File: config.mk
export PLATFORM = sky130hd
export DESIGN_NAME = stream_substring_replacer
export DESIGN_NICKNAME = d
export VERILOG_FILES = /design/src/ssr_pkg.sv /design/src/ssr_ctrl.sv /design/src/ssr_datapath.sv /design/src/stream_substring_replacer.sv
export SDC_FILE = /design/constraint.sdc
export NUM_CORES = 1
export LEC_CHECK = 0
export BUFFER_PORTS_ARGS = -buffer_cell sky130_fd_sc_hd__clkbuf_2
export CAP_MARGIN = 10
export CELL_PAD_IN_SITES_DETAIL_PLACEMENT = 1
export CELL_PAD_IN_SITES_GLOBAL_PLACEMENT = 1
export CORE_MARGIN = 4
export CORE_UTILIZATION = 49
export DETAILED_ROUTE_END_ITERATION = 8
export PLACE_DENSITY = 0.83
export SKIP_CTS_REPAIR_TIMING = 1
export SLEW_MARGIN = 0
export SYNTH_ARGS = -nofsm -noshare
export SYNTH_HDL_FRONTEND = slang
export SYNTH_SLANG_ARGS = --single-unit
File: constraint.sdc
create_clock -name i_clk -period 12.3 [get_ports i_clk]
set_input_delay 1.845 -clock i_clk [delete_from_list [all_inputs] [get_ports i_clk]]
set_output_delay 1.845 -clock i_clk [all_outputs]
set_load 0.02 [all_outputs]
File: src/ssr_pkg.sv
// shared types and constants of the stream substring replacer
package ssr_pkg;

    localparam int WIN_DEPTH = 8;

    typedef enum logic [1:0] {
        CFG_PATTERN_BYTES      = 2'd0,
        CFG_PATTERN_LENGTH     = 2'd1,
        CFG_REPLACEMENT_BYTES  = 2'd2,
        CFG_REPLACEMENT_LENGTH = 2'd3
    } t_cfg_idx;

    typedef struct packed {
        logic accept;
        logic step;
    } t_cmd;

    typedef struct packed {
        logic out_free;
        logic acc_more;
        logic step_more;
    } t_status;

endpackage

File: src/ssr_ctrl.sv
// controller state machine of the stream substring replacer
module ssr_ctrl (
    input  logic            i_clk,
    input  logic            i_rst_n,
    input  logic            i_s_tvalid,
    input  ssr_pkg::t_status i_sts,
    output logic            o_s_tready,
    output ssr_pkg::t_cmd   o_cmd
);

    typedef enum logic [1:0] {
        ST_IDLE = 2'b01,
        ST_BUSY = 2'b10
    } t_state;

    t_state r_state;
    t_state n_state;

    always_comb begin
        o_s_tready = (r_state == ST_IDLE) && i_sts.out_free;
        o_cmd.accept = o_s_tready && i_s_tvalid;
        o_cmd.step = (r_state == ST_BUSY) && i_sts.out_free;
        n_state = r_state;
        unique case (r_state)
            ST_IDLE: begin
                if (o_cmd.accept && i_sts.acc_more) begin
                    n_state = ST_BUSY;
                end
            end
            ST_BUSY: begin
                if (o_cmd.step && !i_sts.step_more) begin
                    n_state = ST_IDLE;
                end
            end
            default: n_state = ST_IDLE;
        endcase
    end

    always_ff @(posedge i_clk) begin
        if (!i_rst_n) begin
            r_state <= ST_IDLE;
        end else begin
            r_state <= n_state;
        end
    end

endmodule

File: src/ssr_datapath.sv
// window, configuration registers and output register of the substring replacer
module ssr_datapath #(
    parameter int MAX_PATTERN     = 8,
    parameter int MAX_REPLACEMENT = 8
) (
    input  logic              i_clk,
    input  logic              i_rst_n,
    input  ssr_pkg::t_cmd     i_cmd,
    output ssr_pkg::t_status  o_sts,
    input  logic [7:0]        i_in_byte,
    input  logic              i_eos,
    input  logic              i_cfg_we,
    input  logic [1:0]        i_cfg_addr,
    input  logic [63:0]       i_cfg_data,
    input  logic              i_m_tready,
    output logic              o_m_tvalid,
    output logic [7:0]        o_out_byte,
    output logic              o_byte_valid,
    output logic              o_last
);

    localparam int D = ssr_pkg::WIN_DEPTH;
    localparam logic [3:0] LP_PCAP = (MAX_PATTERN < 8) ? 4'(MAX_PATTERN) : 4'd8;
    localparam logic [3:0] LP_RCAP = (MAX_REPLACEMENT < 8) ? 4'(MAX_REPLACEMENT) : 4'd8;

    logic [63:0] r_pat;
    logic [63:0] r_rep;
    logic [3:0]  r_plen_reg;
    logic [3:0]  r_rlen_reg;

    logic [7:0]  r_win [D];
    logic [3:0]  r_wc;
    logic [2:0]  r_rep_left;
    logic [2:0]  r_rep_idx;
    logic        r_eos;

    logic        r_out_valid;
    logic [7:0]  r_out_byte;
    logic        r_out_bval;
    logic        r_out_last;

    logic [3:0]  plen;
    logic [3:0]  rlen;
    logic [3:0]  wc_c;
    logic [3:0]  wc_i;
    logic [7:0]  win_i [D];
    logic        match;
    logic        do_pop;
    logic        do_match;

    logic [7:0]  a_win [D];
    logic [3:0]  a_wc;
    logic [2:0]  a_rep_left;
    logic [2:0]  a_rep_idx;
    logic        a_emit;
    logic [7:0]  a_byte;
    logic        a_bval;
    logic        a_last;

    logic [7:0]  b_win [D];
    logic [3:0]  b_wc;
    logic [2:0]  b_rep_left;
    logic [2:0]  b_rep_idx;
    logic [7:0]  b_byte;
    logic        b_last;

    logic        acc_more;
    logic        step_more;
    logic        out_free;

    // configuration registers
    always_ff @(posedge i_clk) begin
        if (!i_rst_n) begin
            r_pat      <= '0;
            r_plen_reg <= 4'd1;
            r_rep      <= '0;
            r_rlen_reg <= 4'd0;
        end else if (i_cfg_we) begin
            unique case (i_cfg_addr)
                ssr_pkg::CFG_PATTERN_BYTES:      r_pat      <= i_cfg_data;
                ssr_pkg::CFG_PATTERN_LENGTH:     r_plen_reg <= i_cfg_data[3:0];
                ssr_pkg::CFG_REPLACEMENT_BYTES:  r_rep      <= i_cfg_data;
                ssr_pkg::CFG_REPLACEMENT_LENGTH: r_rlen_reg <= i_cfg_data[3:0];
                default: ;
            endcase
        end
    end

    // effective lengths
    always_comb begin
        if (r_plen_reg == 4'd0) begin
            plen = 4'd1;
        end else if (r_plen_reg > 4'd8) begin
            plen = 4'd8;
        end else begin
            plen = r_plen_reg;
        end
        if (plen > LP_PCAP) begin
            plen = LP_PCAP;
        end
        rlen = (r_rlen_reg > 4'd8) ? 4'd8 : r_rlen_reg;
        if (rlen > LP_RCAP) begin
            rlen = LP_RCAP;
        end
    end

    // insert the new byte and compare
    always_comb begin
        wc_c = (r_wc > 4'd7) ? 4'd7 : r_wc;
        wc_i = wc_c + 4'd1;
        match = 1'b1;
        for (int k = 0; k < D; k++) begin
            win_i[k] = (wc_c[2:0] == 3'(k)) ? i_in_byte : r_win[k];
            if ((4'(k) < plen) && (win_i[k] != r_pat[8*k +: 8])) begin
                match = 1'b0;
            end
        end
        do_match = (wc_i == plen) && match;
        do_pop   = ((wc_i == plen) && !match) || (wc_i > plen);
    end

    // first result of an accepted transfer
    always_comb begin
        a_win      = win_i;
        a_wc       = wc_i;
        a_rep_left = '0;
        a_rep_idx  = '0;
        a_emit     = 1'b0;
        a_byte     = win_i[0];
        a_bval     = 1'b1;
        if (do_pop || (!do_match && i_eos)) begin
            a_emit = 1'b1;
            for (int k = 0; k < D; k++) begin
                a_win[k] = (k < D - 1) ? win_i[(k + 1) % D] : 8'd0;
            end
            a_wc = wc_i - 4'd1;
        end else if (do_match) begin
            for (int k = 0; k < D; k++) begin
                a_win[k] = 8'd0;
            end
            a_wc = 4'd0;
            if (rlen != 4'd0) begin
                a_emit     = 1'b1;
                a_byte     = r_rep[7:0];
                a_rep_left = 3'(rlen - 4'd1);
                a_rep_idx  = 3'd1;
            end else if (i_eos) begin
                a_emit = 1'b1;
                a_byte = 8'd0;
                a_bval = 1'b0;
            end
        end
        a_last   = i_eos && (a_rep_left == 3'd0) && (a_wc == 4'd0);
        acc_more = (a_rep_left != 3'd0) || (i_eos && (a_wc != 4'd0));
    end

    // one further result per step: replacement bytes, then the flush
    always_comb begin
        b_win      = r_win;
        b_wc       = r_wc;
        b_rep_left = r_rep_left;
        b_rep_idx  = r_rep_idx;
        if (r_rep_left != 3'd0) begin
            b_byte     = r_rep[{r_rep_idx, 3'b000} +: 8];
            b_rep_left = r_rep_left - 3'd1;
            b_rep_idx  = r_rep_idx + 3'd1;
        end else begin
            b_byte = r_win[0];
            for (int k = 0; k < D; k++) begin
                b_win[k] = (k < D - 1) ? r_win[(k + 1) % D] : 8'd0;
            end
            b_wc = r_wc - 4'd1;
        end
        b_last    = r_eos && (b_rep_left == 3'd0) && (b_wc == 4'd0);
        step_more = (b_rep_left != 3'd0) || (r_eos && (b_wc != 4'd0));
        out_free  = !r_out_valid || i_m_tready;
    end

    assign o_sts = '{out_free: out_free, acc_more: acc_more, step_more: step_more};

    always_ff @(posedge i_clk) begin
        if (!i_rst_n) begin
            for (int k = 0; k < D; k++) begin
                r_win[k] <= 8'd0;
            end
            r_wc       <= '0;
            r_rep_left <= '0;
            r_rep_idx  <= '0;
            r_eos      <= 1'b0;
        end else if (i_cmd.accept) begin
            r_win      <= a_win;
            r_wc       <= a_wc;
            r_rep_left <= a_rep_left;
            r_rep_idx  <= a_rep_idx;
            r_eos      <= i_eos && acc_more;
        end else if (i_cmd.step) begin
            r_win      <= b_win;
            r_wc       <= b_wc;
            r_rep_left <= b_rep_left;
            r_rep_idx  <= b_rep_idx;
            r_eos      <= r_eos && step_more;
        end
    end

    // output register
    always_ff @(posedge i_clk) begin
        if (!i_rst_n) begin
            r_out_valid <= 1'b0;
        end else if (i_cmd.accept && a_emit) begin
            r_out_valid <= 1'b1;
            r_out_byte  <= a_byte;
            r_out_bval  <= a_bval;
            r_out_last  <= a_last;
        end else if (i_cmd.step) begin
            r_out_valid <= 1'b1;
            r_out_byte  <= b_byte;
            r_out_bval  <= 1'b1;
            r_out_last  <= b_last;
        end else if (i_m_tready) begin
            r_out_valid <= 1'b0;
        end
    end

    assign o_m_tvalid   = r_out_valid;
    assign o_out_byte   = r_out_byte;
    assign o_byte_valid = r_out_bval;
    assign o_last       = r_out_last;

    a_wc_range: assert property (@(posedge i_clk) disable iff (!i_rst_n)
        r_wc <= 4'd7)
        else $error("window count out of range");

    a_step_has_work: assert property (@(posedge i_clk) disable iff (!i_rst_n)
        i_cmd.step |-> ((r_rep_left != 3'd0) || (r_eos && (r_wc != 4'd0))))
        else $error("step with nothing pending");

    a_accept_no_pending: assert property (@(posedge i_clk) disable iff (!i_rst_n)
        i_cmd.accept |-> ((r_rep_left == 3'd0) && !r_eos && !i_cmd.step))
        else $error("transfer accepted while results pending");

    a_marker_is_last: assert property (@(posedge i_clk) disable iff (!i_rst_n)
        (r_out_valid && !r_out_bval) |-> r_out_last)
        else $error("bare marker without last");

endmodule

File: src/stream_substring_replacer.sv
// top level of the stream substring replacer
// a result is written straight into the output register by the transfer that causes it
// throughput: one input transfer per cycle unless results are pending or output stalls
// a match with a replacement of n bytes holds the input until the other n - 1 bytes are out
// end of stream holds the input until the window bytes after the first result are flushed
// reset clears the window and loads the default pattern and replacement settings
module stream_substring_replacer #(
    parameter int MAX_PATTERN     = 8,
    parameter int MAX_REPLACEMENT = 8
) (
    input  logic        i_clk,
    input  logic        i_rst_n,
    input  logic        s_axis_tvalid,
    output logic        s_axis_tready,
    input  logic [7:0]  s_axis_tdata,   // in_byte
    input  logic        s_axis_tlast,   // end_of_stream
    output logic        m_axis_tvalid,
    input  logic        m_axis_tready,
    output logic [7:0]  m_axis_tdata,   // out_byte
    output logic        m_axis_tuser,   // byte_valid
    output logic        m_axis_tlast,   // last
    input  logic        i_cfg_we,
    input  logic [1:0]  i_cfg_addr,
    input  logic [63:0] i_cfg_data
);

    ssr_pkg::t_cmd    cmd;
    ssr_pkg::t_status sts;

    ssr_ctrl u_ctrl (
        .i_clk      (i_clk),
        .i_rst_n    (i_rst_n),
        .i_s_tvalid (s_axis_tvalid),
        .i_sts      (sts),
        .o_s_tready (s_axis_tready),
        .o_cmd      (cmd)
    );

    ssr_datapath #(
        .MAX_PATTERN     (MAX_PATTERN),
        .MAX_REPLACEMENT (MAX_REPLACEMENT)
    ) u_datapath (
        .i_clk        (i_clk),
        .i_rst_n      (i_rst_n),
        .i_cmd        (cmd),
        .o_sts        (sts),
        .i_in_byte    (s_axis_tdata),
        .i_eos        (s_axis_tlast),
        .i_cfg_we     (i_cfg_we),
        .i_cfg_addr   (i_cfg_addr),
        .i_cfg_data   (i_cfg_data),
        .i_m_tready   (m_axis_tready),
        .o_m_tvalid   (m_axis_tvalid),
        .o_out_byte   (m_axis_tdata),
        .o_byte_valid (m_axis_tuser),
        .o_last       (m_axis_tlast)
    );

endmodule

==> results of run 1 <==
-- layout by cell type (no fill, tap or decap), types with 25 or more instances in the layout --
cell	instances
sky130_fd_sc_hd__nand2_1	319
sky130_fd_sc_hd__dfxtp_1	214
sky130_fd_sc_hd__a21oi_1	210
sky130_fd_sc_hd__o21ai_0	108
sky130_fd_sc_hd__clkbuf_2	91
sky130_fd_sc_hd__mux2i_1	74
sky130_fd_sc_hd__nor2_1	72
sky130_fd_sc_hd__inv_1	51
sky130_fd_sc_hd__o211ai_1	41
sky130_fd_sc_hd__o22a_1	38
sky130_fd_sc_hd__xnor2_1	26
sky130_fd_sc_hd__clkbuf_16	25
-- layout make-up --
| type | count | area, um^2 | area share, % |
|---|---|---|---|
| clock inverters | 7 | 50.0 | 0.360 |
| multi-input cells | 1178 | 7360 | 52.9 |
| inverters | 53 | 201 | 1.45 |
| clock buffers | 37 | 731 | 5.26 |
| flip-flops and latches | 224 | 4580 | 33.0 |
| repair buffers | 106 | 568 | 4.09 |
| well taps | 330 | 413 | 2.97 |
-- cells by family after synthesis --
| kind of cell | synth area share (%) |
|---|---|
| muxes | 8.82 |
| buffers and inverters | 5.77 |
| adders and majority gates | 1.66 |
| AOI/OAI and AO/OA | 26.7 |
| and+or+nand+nor | 18.0 |
| DFF | 36.3 |
| xor gates and xnor gates | 2.77 |
-- power breakdown --
part           switching (W)  internal, W
Clock               0.000317     0.000411
Sequential         0.0000509     0.000768
Combinational       0.000213     0.000127
Total               0.000582      0.00131
-- worst max-delay path, stage by stage, from the launching register on --
cell                      delay (ns)
sky130_fd_sc_hd__dfxtp_1        0.84
sky130_fd_sc_hd__nor2_1         0.34
sky130_fd_sc_hd__inv_1          0.24
sky130_fd_sc_hd__ha_1           0.20
sky130_fd_sc_hd__ha_1           0.66
sky130_fd_sc_hd__mux2i_1        0.39
sky130_fd_sc_hd__xnor2_1        0.16
sky130_fd_sc_hd__nor4_1         0.10
sky130_fd_sc_hd__and4_1         0.22
sky130_fd_sc_hd__o22ai_2        0.25
sky130_fd_sc_hd__nor4_1         0.13
sky130_fd_sc_hd__and3b_1        0.24
sky130_fd_sc_hd__or3_4          0.44
sky130_fd_sc_hd__a21oi_1        0.74
-- routing by layer --
layer	wire length, um	global-route usage [%]
met1	20600	46.0
met2	20800	49.3
met3	3940	5.35
met4	1430	9.49
met5	0	0
-- metrics by stage --
step	util [%]	instances	area, um^2	hold slack [ns]
after CTS	55.1	1935	13900	0.456
after global placement	52.0	1891	13100	0.440
final	55.1	1935	13900	0.455
after detailed placement	52.0	1891	13100	0.447
after global routing	55.1	1935	13900	0.471
after floorplan	-	1574	12600	0.433
-- worst paths after layout --
kind	cells past startpoint	to	startpoint
hold reg to reg	2	u_datapath.r_rep[28]	u_datapath.r_rep[28]
setup reg to reg	13	u_datapath.o_out_byte[1]	u_datapath.r_wc[3]
setup / recovery	13	u_datapath.o_out_byte[1]	u_datapath.r_wc[3]
hold / removal	2	u_datapath.r_rep[28]	u_datapath.r_rep[28]
==> results.txt, run 1 <==
- TritonCTS built the clock tree.
* Required time of the worst setup path: 12.47 ns
* Final count of negative-setup-slack endpoints: 0
* Top post-synthesis cells by area: sky130_fd_sc_hd__dfxtp_1, sky130_fd_sc_hd__nand2_1, sky130_fd_sc_hd__a21oi_1
- Overall via count from detail_route: 12.4k
* Post-layout power: 0.00189 W
- The smallest clock period supported by the final layout is computed as 5.32 ns.
- At the end of routability-driven placement, the weighted congestion stood at 0.949.
- In the routed layout, each cell is associated on average with a via count of 6.41.
- Kind of end point of the critical path: flip-flop
- The largest registers in the layout are u_datapath.r_pat x64, u_datapath.r_rep x64, u_datapath.r_win x64.
- Number of pins exceeding their max-slew limit in the final report: 0
* Die Outline Area: 28400 um^2
- Remaining Overflow, GRT: 0
- Synthesis inferred approximately 220 register bits.
- Clock edge transition at the registers on the reported setup and hold paths: 0.06 ns
- Worst slack at placement: 6.96 ns
- DRC violation count after routing: 0
- The count of nets left with antenna violations once routing finished came out at 0.
* Number of global-route vias before repair: 12.3k
* Sequential cell area fraction in the yosys report: 36.3%
- Worst-case clock buffer depth: 3
- Relative area change from synthesis to final layout: 10.0%
* Leading cell type by number of instances after synthesis: sky130_fd_sc_hd__nand2_1
- Summed over all cells, the static leakage comes to 5.07 nW.
- The floorplan step defined a core boundary enclosing 25300 um^2.
* Iteration-0 DRC count of the detailed router: roughly 1.3k
- Clock skew on the completed layout was measured at 0.0138 ns.
- Net count of the finished layout: 1684
- When the netlist entered floorplanning its net count stood at 1670.
* Type of the most critical hold path: flip-flop to flip-flop
* GRT Resource Usage Total: 31.9%
* Number of H-tree levels: 1
* Classification of the worst setup path: flip-flop to flip-flop
- Dividing the detail-routed wire length by the instance count gives 24.2 um.
* Fin. Hold Viols: 0
* Async set-or-reset flop fraction in the synthesized netlist: 0%
- Arrival time worst endpoint: 5.50 ns
- Initial standard-cell utilization of the core: 50.0%
* TritonRoute pass-1 iters: 5
* Number of synthesis warnings: 0
* Fraction of post-synthesis cell area in the top cell type by area: 33.9%
- Area of the mapped netlist: 12600 um^2
- Launching element type of the critical path: flip-flop
- Entering global routing, the biggest net connects 87 pins.
- The worst pin sits at a relative slew slack of about a fifth.
- The tool flagged a number of max-cap violations equal to 0.
* Number of cell rows: 58
- IR analysis of the VDD net gives a maximum drop of 0.117 mV.
* Buffers added on ports: around 90
- Sinks on Clock Net: roughly 220
- Counting the buffers created by CTS gives 25.
- Horizontal extent of the die: 169 um
- Unrepaired setup endpoints after global routing: no
* Largest driver fanout on the critical path: 17
* Pwr per Cell Area: 136 nW/um^2
- Root cell of the clock tree: sky130_fd_sc_hd__clkbuf_16
- Post-synth EDFFs: 10
- Global-route wire length before repair: 72300 um
- Most used DFF post-synth: sky130_fd_sc_hd__dfxtp_1
* Run status: complete, no violations
* Tightest Pin Transition: 1.21 ns
* Clock insertion delay at the later pin of the skew report: ~0.55 ns
- In the final layout, the share of cells above drive strength 1 is between 10% and 20%.
- The number of antenna diodes in the final layout is 0.
- Fill count: 3087
* Post-synthesis cell type with the largest combined area: sky130_fd_sc_hd__dfxtp_1
- Wire length after detailed routing: roughly 47000 um
- Die H: 169 um
* Setup slack on the worst flop-to-flop path: 6.98 ns
- Number of top-level design ports: 92
- Post-Synthesis Cells: around 1.6k
* Post-synth top cells: sky130_fd_sc_hd__nand2_1, sky130_fd_sc_hd__dfxtp_1, sky130_fd_sc_hd__a21oi_1, sky130_fd_sc_hd__o21ai_0, sky130_fd_sc_hd__clkbuf_1
- Static timing analysis puts the maximum clock frequency at 188 MHz.
- In the final timing run, aggregate negative setup slack is 0 ns.
- The initial antenna violation count was 0.
* Syn Area/Cell: 8.03 um^2
* Number of unique standard cell types used by synthesis: 85
* Period utilisation layout: 43.3%
* Dpl hpwl: 32600 um
- Final setup margin: around 7 ns
Power figures use the tool's default switching activity.
==> run 2: changes to the inputs <==
CORE_UTILIZATION = 41   (was 49)
PLACE_DENSITY = 0.74   (was 0.83)
clock period = 4.8 ns   (was 12.3 ns; I/O delays follow)
==> run 2 against run 1 <==
Net effect:
- sequential share of layout area fell by 0.83 points
- largest power group unchanged
- first-iteration DRC count fell by 20%
- hold slack got worse by 0.040 ns
- highest routed layer is now met5
- combinational power rose to 2.6 times the previous value
- core utilization fell by 8.3 points
- total power rose to 2.6 times the previous value
- critical path type unchanged
==> results.txt, run 2 (synthesis gave the netlist of run 1 again) <==
- Run status: complete, no violations (unchanged)
- Crit path max-delay cell type: sky130_fd_sc_hd__a21oi_4 (was sky130_fd_sc_hd__dfxtp_1)
- The number of inserted filler cells in the final layout was 3684 (was 3087).
- The most common cell after layout, fill and taps aside was sky130_fd_sc_hd__nand2_1 (unchanged).
- The area growth from synthesis to layout was 12.9% (was 10.0%).
- Maximum single-stage delay on the critical path: 0.80 ns (was 0.84 ns)
- Most frequent cells in the layout: sky130_fd_sc_hd__nand2_1, sky130_fd_sc_hd__dfxtp_1, sky130_fd_sc_hd__a21oi_1, sky130_fd_sc_hd__o21ai_0, sky130_fd_sc_hd__clkbuf_2 (unchanged).
- Ant diodes: 0 (unchanged)
- Overall via count from detail_route: 12.4k (about the same)
* Startpoint of the most critical register-to-register path: u_datapath.r_wc[3] (unchanged)
* Period utilisation layout: 91.3% (was 43.3%)
- Among the stages of the critical path, the cell type that occurs most often is sky130_fd_sc_hd__ha_1.
- Clock edge transition at the registers on the reported setup and hold paths: 0.06 ns (about the same)
- Root cell of the clock tree: sky130_fd_sc_hd__clkbuf_16 (unchanged)
- Setup slack on the worst flop-to-flop path: 0.42 ns (was 6.98 ns)
* LEAKAGE: 5.22 nW (was 5.07 nW)
* Regs by FF count: u_datapath.r_pat x64, u_datapath.r_rep x64, u_datapath.r_win x64 (unchanged)
* Placeable core region: 30500 um^2 (was 25300 um^2)
- The total of buffers placed on input and output ports is 91 (unchanged).
- Number of cell rows: 64 (was 58)
- Critical Path, Cell by Cell: nor2_1 -> inv_1 -> ha_1 -> ha_1 -> mux2i_1 -> xnor2_1 -> nor4_1 -> and4_1 -> o22ai_2 -> nor4_4 -> a21oi_4 -> buf_4 -> o211ai_1 -> a221oi_1 (was nor2_1 -> inv_1 -> ha_1 -> ha_1 -> mux2i_1 -> xnor2_1 -> nor4_1 -> and4_1 -> o22ai_2 -> nor4_1 -> and3b_1 -> or3_4 -> a21oi_1).
- The total global routing overflow came to 0 (unchanged).
* Largest driver fanout on the critical path: 27 (was 17)
- The post-detailed-route via-to-cell ratio came to 6.09 (was 6.41).
- The post-detailed-placement half-perimeter wirelength came to 34200 um (was 32600 um).
- Headroom to the max-slew limit: 34.7% (was 19.1%)
* GRT Resource Usage Total: 27.3% (was 31.9%)
- Post-Route Skew: 0.0184 ns (was 0.0138 ns)
* Post-layout power: 0.00498 W (was 0.00189 W)
- Number of clock buffers inserted by TritonCTS: 25 (unchanged)
- Number of H-tree levels: 1 (unchanged)
* Wirelength per Cell: 23.3 um (was 24.2 um)
* DRC violation count after routing: 0 (unchanged)
- Number of antenna-violating nets in the routed design: 0 (unchanged)
- The DRC marker count from the first detailed-route iteration came to 1025 (was 1289).
- The critical path endpoint was u_datapath.r_win[8] (was u_datapath.o_out_byte[1]).
* Tightest Pin Transition: 0.977 ns (was 1.21 ns)
* Largest net degree at the start of global routing: 123 (was 87)
* Ratio of cells with drive above 1 in the final layout: 14.1% (was 12.4%)
- The worst endpoint required time is 5.25 ns (was 12.47 ns).
- The number of global-route vias before repair was 12.3k (about the same).
* Capture instance of the worst register-to-register path: u_datapath.r_win[8] (was u_datapath.o_out_byte[1])
- The wire length of the first global-routing pass was 73500 um (was 72300 um).
- The setup total negative slack came to 0 ns (unchanged).
- Type of the most critical hold path: input pin to flip-flop (was flip-flop to flip-flop)
- Fin. Hold Viols: 0 (unchanged)
- Wire length after detailed routing: 47200 um (was 46700 um)
* Kind of end point of the critical path: flip-flop (unchanged)
- The critical path launch point is u_datapath.r_wc[3] (unchanged).
- Pwr per Cell Area: 349 nW/um^2 (was 136 nW/um^2)
- Die Outline Area: 33700 um^2 (was 28400 um^2)
- Logic depth of the worst path, buffers included: 14 (was 13)
- Launching element type of the critical path: flip-flop (unchanged)
- Minimum clock period after layout: 4.38 ns (was 5.32 ns)
* Worst vdd rail ir drop: 0.226 mV (was 0.117 mV)
- Antenna violations before repair: 1 (was 0)
- The number of I/O pins was 92 (unchanged).
- The width of the die was 184 um (was 169 um).
- Worst-case clock buffer depth: 3 (unchanged)
* Net count of the finished layout: 1708 (was 1684)
- Arrival time worst endpoint: 4.83 ns (was 5.50 ns)
- Cell count of the worst reg-to-reg path: 14 (was 13)
- Classification of the worst setup path: flip-flop to flip-flop (unchanged)
* Unrepaired setup endpoints after global routing: no (unchanged)
* Last weighted congestion value of the routability-driven placer: 0.917 (was 0.949)
* Initial standard-cell utilization of the core: 41.4% (was 50.0%)
* Clock tree from TritonCTS: done (unchanged)
* Number of pins exceeding their max-slew limit in the final report: 0 (unchanged)
- The worst-skew pair later-pin latency is 0.55 ns (about the same).
- TritonRoute pass-1 iters: 5 (unchanged)
* Final count of negative-setup-slack endpoints: 0 (unchanged)
- The max capacitance violation total came to 0 (unchanged).
* Buffer and inverter count on the worst path: 2 (was 1)
- Die H: 184 um (was 169 um)
- Sinks on Clock Net: 224 (unchanged)
- CP top delay family: compound AO/OA/AOI/OAI gates (was simple AND/OR/NAND/NOR gates)
- The achievable clock frequency was 228 MHz (was 188 MHz).
-- run 2: worst min-delay path by stage --
stage               slack (ns)                   end                  from  cells after the start
detailed placement        0.44  u_datapath.r_rep[22]  u_datapath.r_rep[22]                      2
global placement          0.44  u_datapath.r_rep[50]  u_datapath.r_rep[50]                      2
CTS                       0.39  u_datapath.r_pat[63]        i_cfg_data[63]                      3
finish                    0.41  u_datapath.r_pat[63]        i_cfg_data[63]                      3
global route              0.41  u_datapath.r_pat[57]        i_cfg_data[57]                      3
floorplan                 0.43  u_datapath.r_rep[16]  u_datapath.r_rep[16]                      2
-- run 2: routing by layer --
layer,part of all wire (%),GRT usage [%]
met5,0.023,0
met4,2.9,7.96
met3,6.1,3.54
met2,46,43.3
met1,45,39.1
-- run 2: per-stage QoR --
stage	util [%]	instance area (um^2)	hold WS (ns)	instances	worst slack, ns
after detailed placement	43.9	13400	0.444	1980	0.330
after global routing	46.8	14300	0.410	2027	0.101
after global placement	43.9	13400	0.439	1980	0.511
after CTS	46.7	14300	0.390	2026	0.268
final	46.8	14300	0.414	2027	0.416
after floorplan	-	12600	0.433	1574	0.539
-- run 2: area by class of cell --
| cell class | count | area [um^2] | area share, % |
|---|---|---|---|
| clock buffers | 38 | 774 | 5.43 |
| clock inverters | 8 | 85.1 | 0.596 |
| inverters | 53 | 201 | 1.41 |
| multi-input cells | 1178 | 7360 | 51.6 |
| flip-flops and latches | 224 | 4590 | 32.1 |
| well taps | 396 | 495 | 3.47 |
| repair buffers | 130 | 764 | 5.36 |
-- run 2: power by group --
| group | switching, W | total [W] | internal, W |
|---|---|---|---|
| clock network | 0.000821 | 0.00199 | 0.00117 |
| logic | 0.000542 | 0.000884 | 0.000342 |
| registers | 0.000134 | 0.00210 | 0.00197 |
| total | 0.00150 | 0.00498 | 0.00348 |
-- run 2: tightest hold or removal path: cells and delay by family --
| kind | cells | cell delay (ns) |
|---|---|---|
| AO/OA/AOI/OAI | 1 | 0.05 |
| buffers and inverters | 1 | 0.09 |
| AND/OR/NAND/NOR | 1 | 0.05 |
==> run 3: changes to the inputs <==
BUFFER_PORTS_ARGS = -buffer_cell sky130_fd_sc_hd__buf_2   (was -buffer_cell sky130_fd_sc_hd__clkbuf_2)
==> run 3 against run 2 <==
Net effect:
- total power is 0.75% lower
- fmax decreased by 3.7%
- via count shrank 0.53%
- clock power shrank 2%
- critical endpoint is now u_datapath.r_win[53]
- first-iteration DRC count increased by 3.4%
- global-route usage is essentially flat
- clock skew down 0.0078 ns
- clock-buffer cell count unchanged
- final cell count down 0.59%
- register-to-register slack got worse by 0.17 ns
- non-clock buffer count decreased by 9
- core utilization decreased by 0.31 points
==> results.txt, run 3 (synthesis gave the netlist of run 1 again) <==
* Net count of the finished layout: 1700 (was 1708)
- The maximum clock path buffer count was 3 (unchanged).
- DRC violation count after routing: 0 (unchanged)
* Number of pins exceeding their max-slew limit in the final report: 0 (unchanged)
* Pwr per Cell Area: 349 nW/um^2 (about the same)
- Via count normalized by instance count: 6.10 (was 6.09)
- Run status: complete, no violations (unchanged).
- The floorplan die area was 33700 um^2 (unchanged).
- Regs by FF count: u_datapath.r_pat x64, u_datapath.r_rep x64, u_datapath.r_win x64 (unchanged)
* Number of cell rows: 64 (unchanged)
- The number of I/O pins was 92 (unchanged).
- Last weighted congestion value of the routability-driven placer: 0.916 (was 0.917)
* Buffers added on ports: 91 (unchanged)
* Number of H-tree levels: 1 (unchanged)
* Initial standard-cell utilization of the core: 41.4% (unchanged)
- TritonRoute pass-1 iters: 5 (unchanged)
- The remaining antenna violation count after routing was 0 (unchanged).
- Wire length after detailed routing: 47500 um (was 47200 um)
- Classification of the worst setup path: flip-flop to flip-flop (unchanged)
- The core utilization of the finished layout was 46.5% (was 46.8%).
- The post-detailed-placement half-perimeter wirelength came to 33600 um (was 34200 um).
- The achievable clock frequency came to 220 MHz (was 228 MHz).
- Crit path max-delay cell type: sky130_fd_sc_hd__a21oi_4 (unchanged)
* Clock tree from TritonCTS: done (unchanged)
* Unrepaired setup endpoints after global routing: no (unchanged)
- Total of max-cap violations: 0 (unchanged)
* Launching element type of the critical path: flip-flop (unchanged)
* Remaining Overflow, GRT: 0 (unchanged)
- Total negative slack for setup checks: 0 ns (unchanged)
* Most frequent cells in the layout: sky130_fd_sc_hd__nand2_1, sky130_fd_sc_hd__dfxtp_1, sky130_fd_sc_hd__a21oi_1, sky130_fd_sc_hd__o21ai_0, sky130_fd_sc_hd__buf_2 (was sky130_fd_sc_hd__nand2_1, sky130_fd_sc_hd__dfxtp_1, sky130_fd_sc_hd__a21oi_1, sky130_fd_sc_hd__o21ai_0, sky130_fd_sc_hd__clkbuf_2)
* Required time of the worst setup path: 5.24 ns (was 5.25 ns)
- The width of the die is 184 um (unchanged).
* Post-Route Skew: 0.0106 ns (was 0.0184 ns)
- The DRC marker count from the first detailed-route iteration came to 1060 (was 1025).
- The total vias in the final route was 12.3k (was 12.4k).
- Number of global-route vias before repair: 12.5k (was 12.3k)
- Fin. Hold Viols: 0 (unchanged)
* Clock insertion delay at the later pin of the skew report: 0.54 ns (was 0.55 ns)
- Kind of end point of the critical path: flip-flop (unchanged)
- Critical Path, Cell by Cell: nor2_1 -> inv_1 -> ha_1 -> ha_1 -> mux2i_1 -> xnor2_1 -> nor4_1 -> and4_1 -> o22ai_2 -> nor4_4 -> a21oi_4 -> buf_12 -> o211ai_1 -> a221oi_1 (was nor2_1 -> inv_1 -> ha_1 -> ha_1 -> mux2i_1 -> xnor2_1 -> nor4_1 -> and4_1 -> o22ai_2 -> nor4_4 -> a21oi_4 -> buf_4 -> o211ai_1 -> a221oi_1).
- The count of placed standard cells in the final layout, fillers left out is 2015 (was 2027).
* Type of the most critical hold path: input pin to flip-flop (unchanged)
- Placeable core region: 30500 um^2 (unchanged)
- The maximum fanout along the worst path is 35 (was 27).
- The area growth from synthesis to layout came to 12.1% (was 12.9%).
- The final critical-path required period came to 4.55 ns (was 4.38 ns).
* Die H: 184 um (unchanged)
- Buffer and inverter count on the worst path: 2 (unchanged)
- The initial antenna violation count came to 0 (was 1).
* Sinks on Clock Net: 224 (unchanged)
- Tightest Pin Transition: 1.07 ns (was 0.977 ns)
- The master cell of the clock root buffer was sky130_fd_sc_hd__clkbuf_16 (unchanged).
* Arrival time worst endpoint: 4.99 ns (was 4.83 ns)
- Post-placement cell count: 1971 (was 1980)
* Global-route wire length before repair: 73400 um (was 73500 um)
- The number of buffers added by the clock tree synthesis step was 26 (was 25).
* Most common cell after layout, fill and taps aside: sky130_fd_sc_hd__nand2_1 (unchanged)
* Ratio of cells with drive above 1 in the final layout: 13.2% (was 14.1%)
- The number of inserted filler cells in the final layout came to 3663 (was 3684).
* Worst vdd rail ir drop: 0.235 mV (was 0.226 mV)
* Post-layout power: 0.00494 W (was 0.00498 W)
- The number of setup violations in the final report is 0 (unchanged).
- Wirelength per Cell: 23.6 um (was 23.3 um)
- The largest net degree at the start of global routing is 159 (was 123).
- Period utilisation layout: 94.9% (was 91.3%)
- The critical path's top delay family was compound AO/OA/AOI/OAI gates (unchanged).
* Clock edge transition at the registers on the reported setup and hold paths: 0.07 ns (was 0.06 ns)
- Headroom to the max-slew limit: 28.2% (was 34.7%)
* Cell repeated most along the worst path: sky130_fd_sc_hd__ha_1 (unchanged)
- The maximum single-stage delay on the critical path was 0.87 ns (was 0.80 ns).
- Ant diodes: 0 (unchanged)
- LEAKAGE: 5.14 nW (was 5.22 nW)
* GRT Resource Usage Total: 27.3% (about the same)
==> run 3: cell count changes in the layout (fill, tap and decap cells not counted), sizes merged <==
cell / before / now
clkinvlp: 2 / 0
clkinv: 4 / 3
clkbuf: 129 / 38
buf: 39 / 121
==> run 3: final timing paths <==
| check | from | to | slack (ns) | cells past startpoint |
|---|---|---|---|---|
| setup / recovery | u_datapath.r_wc[3] | u_datapath.r_win[53] | 0.25 | 14 |
| hold / removal | i_cfg_data[22] | u_datapath.r_rep[22] | 0.43 | 3 |
| setup reg to reg | u_datapath.r_wc[3] | u_datapath.r_win[53] | 0.25 | 14 |
| hold reg to reg | u_datapath.r_rep[52] | u_datapath.r_rep[52] | 0.45 | 2 |
==> run 3: stage by stage <==
step           setup WS, ns  cell area [um^2]  hold WS, ns
2_1_floorplan         0.539             12600        0.433
3_3_place_gp          0.380             13300        0.440
3_5_place_dp          0.146             13300        0.445
4_1_cts               0.108             14200        0.412
5_1_grt              0.0334             14200        0.412
6_report              0.246             14200        0.432
==> run 3: area by class of cell <==
cell class | count | area [um^2] | share of cell area, %
Multi-Input combinational cell | 1178 | 7360 | 51.9
Inverter | 53 | 201 | 1.42
Sequential cell | 224 | 4590 | 32.4
Clock buffer | 38 | 758 | 5.35
Tap cell | 396 | 495 | 3.50
Clock inverter | 5 | 58.8 | 0.415
Timing Repair Buffer | 121 | 713 | 5.03
==> run 3: worst register-to-register path: cells and delay by family (launching register included) <==
family | cells | cell delay [ns]
and+or+nand+nor | 4 | 0.82
xor gates and xnor gates | 1 | 0.16
AOI/OAI and AO/OA | 4 | 1.59
muxes | 1 | 0.36
buffers and inverters | 2 | 0.49
adders and majority gates | 2 | 0.67
DFF | 1 | 0.36
==> run 3: power by group <==
part,switching [W],internal [W],total (W)
combinational,0.000542,0.000339,0.000880
clock,0.000812,0.00114,0.00195
sequential,0.000138,0.00197,0.00211
total,0.00149,0.00345,0.00494
==> run 3: per-layer routing <==
layer	up-vias	wire length (um)	track usage, %
met1	6113	21200	38.1
met4	0	1490	8.79
li1	5689	-	-
met5	-	0	0
met2	402	21800	44.2
met3	84	2930	3.60
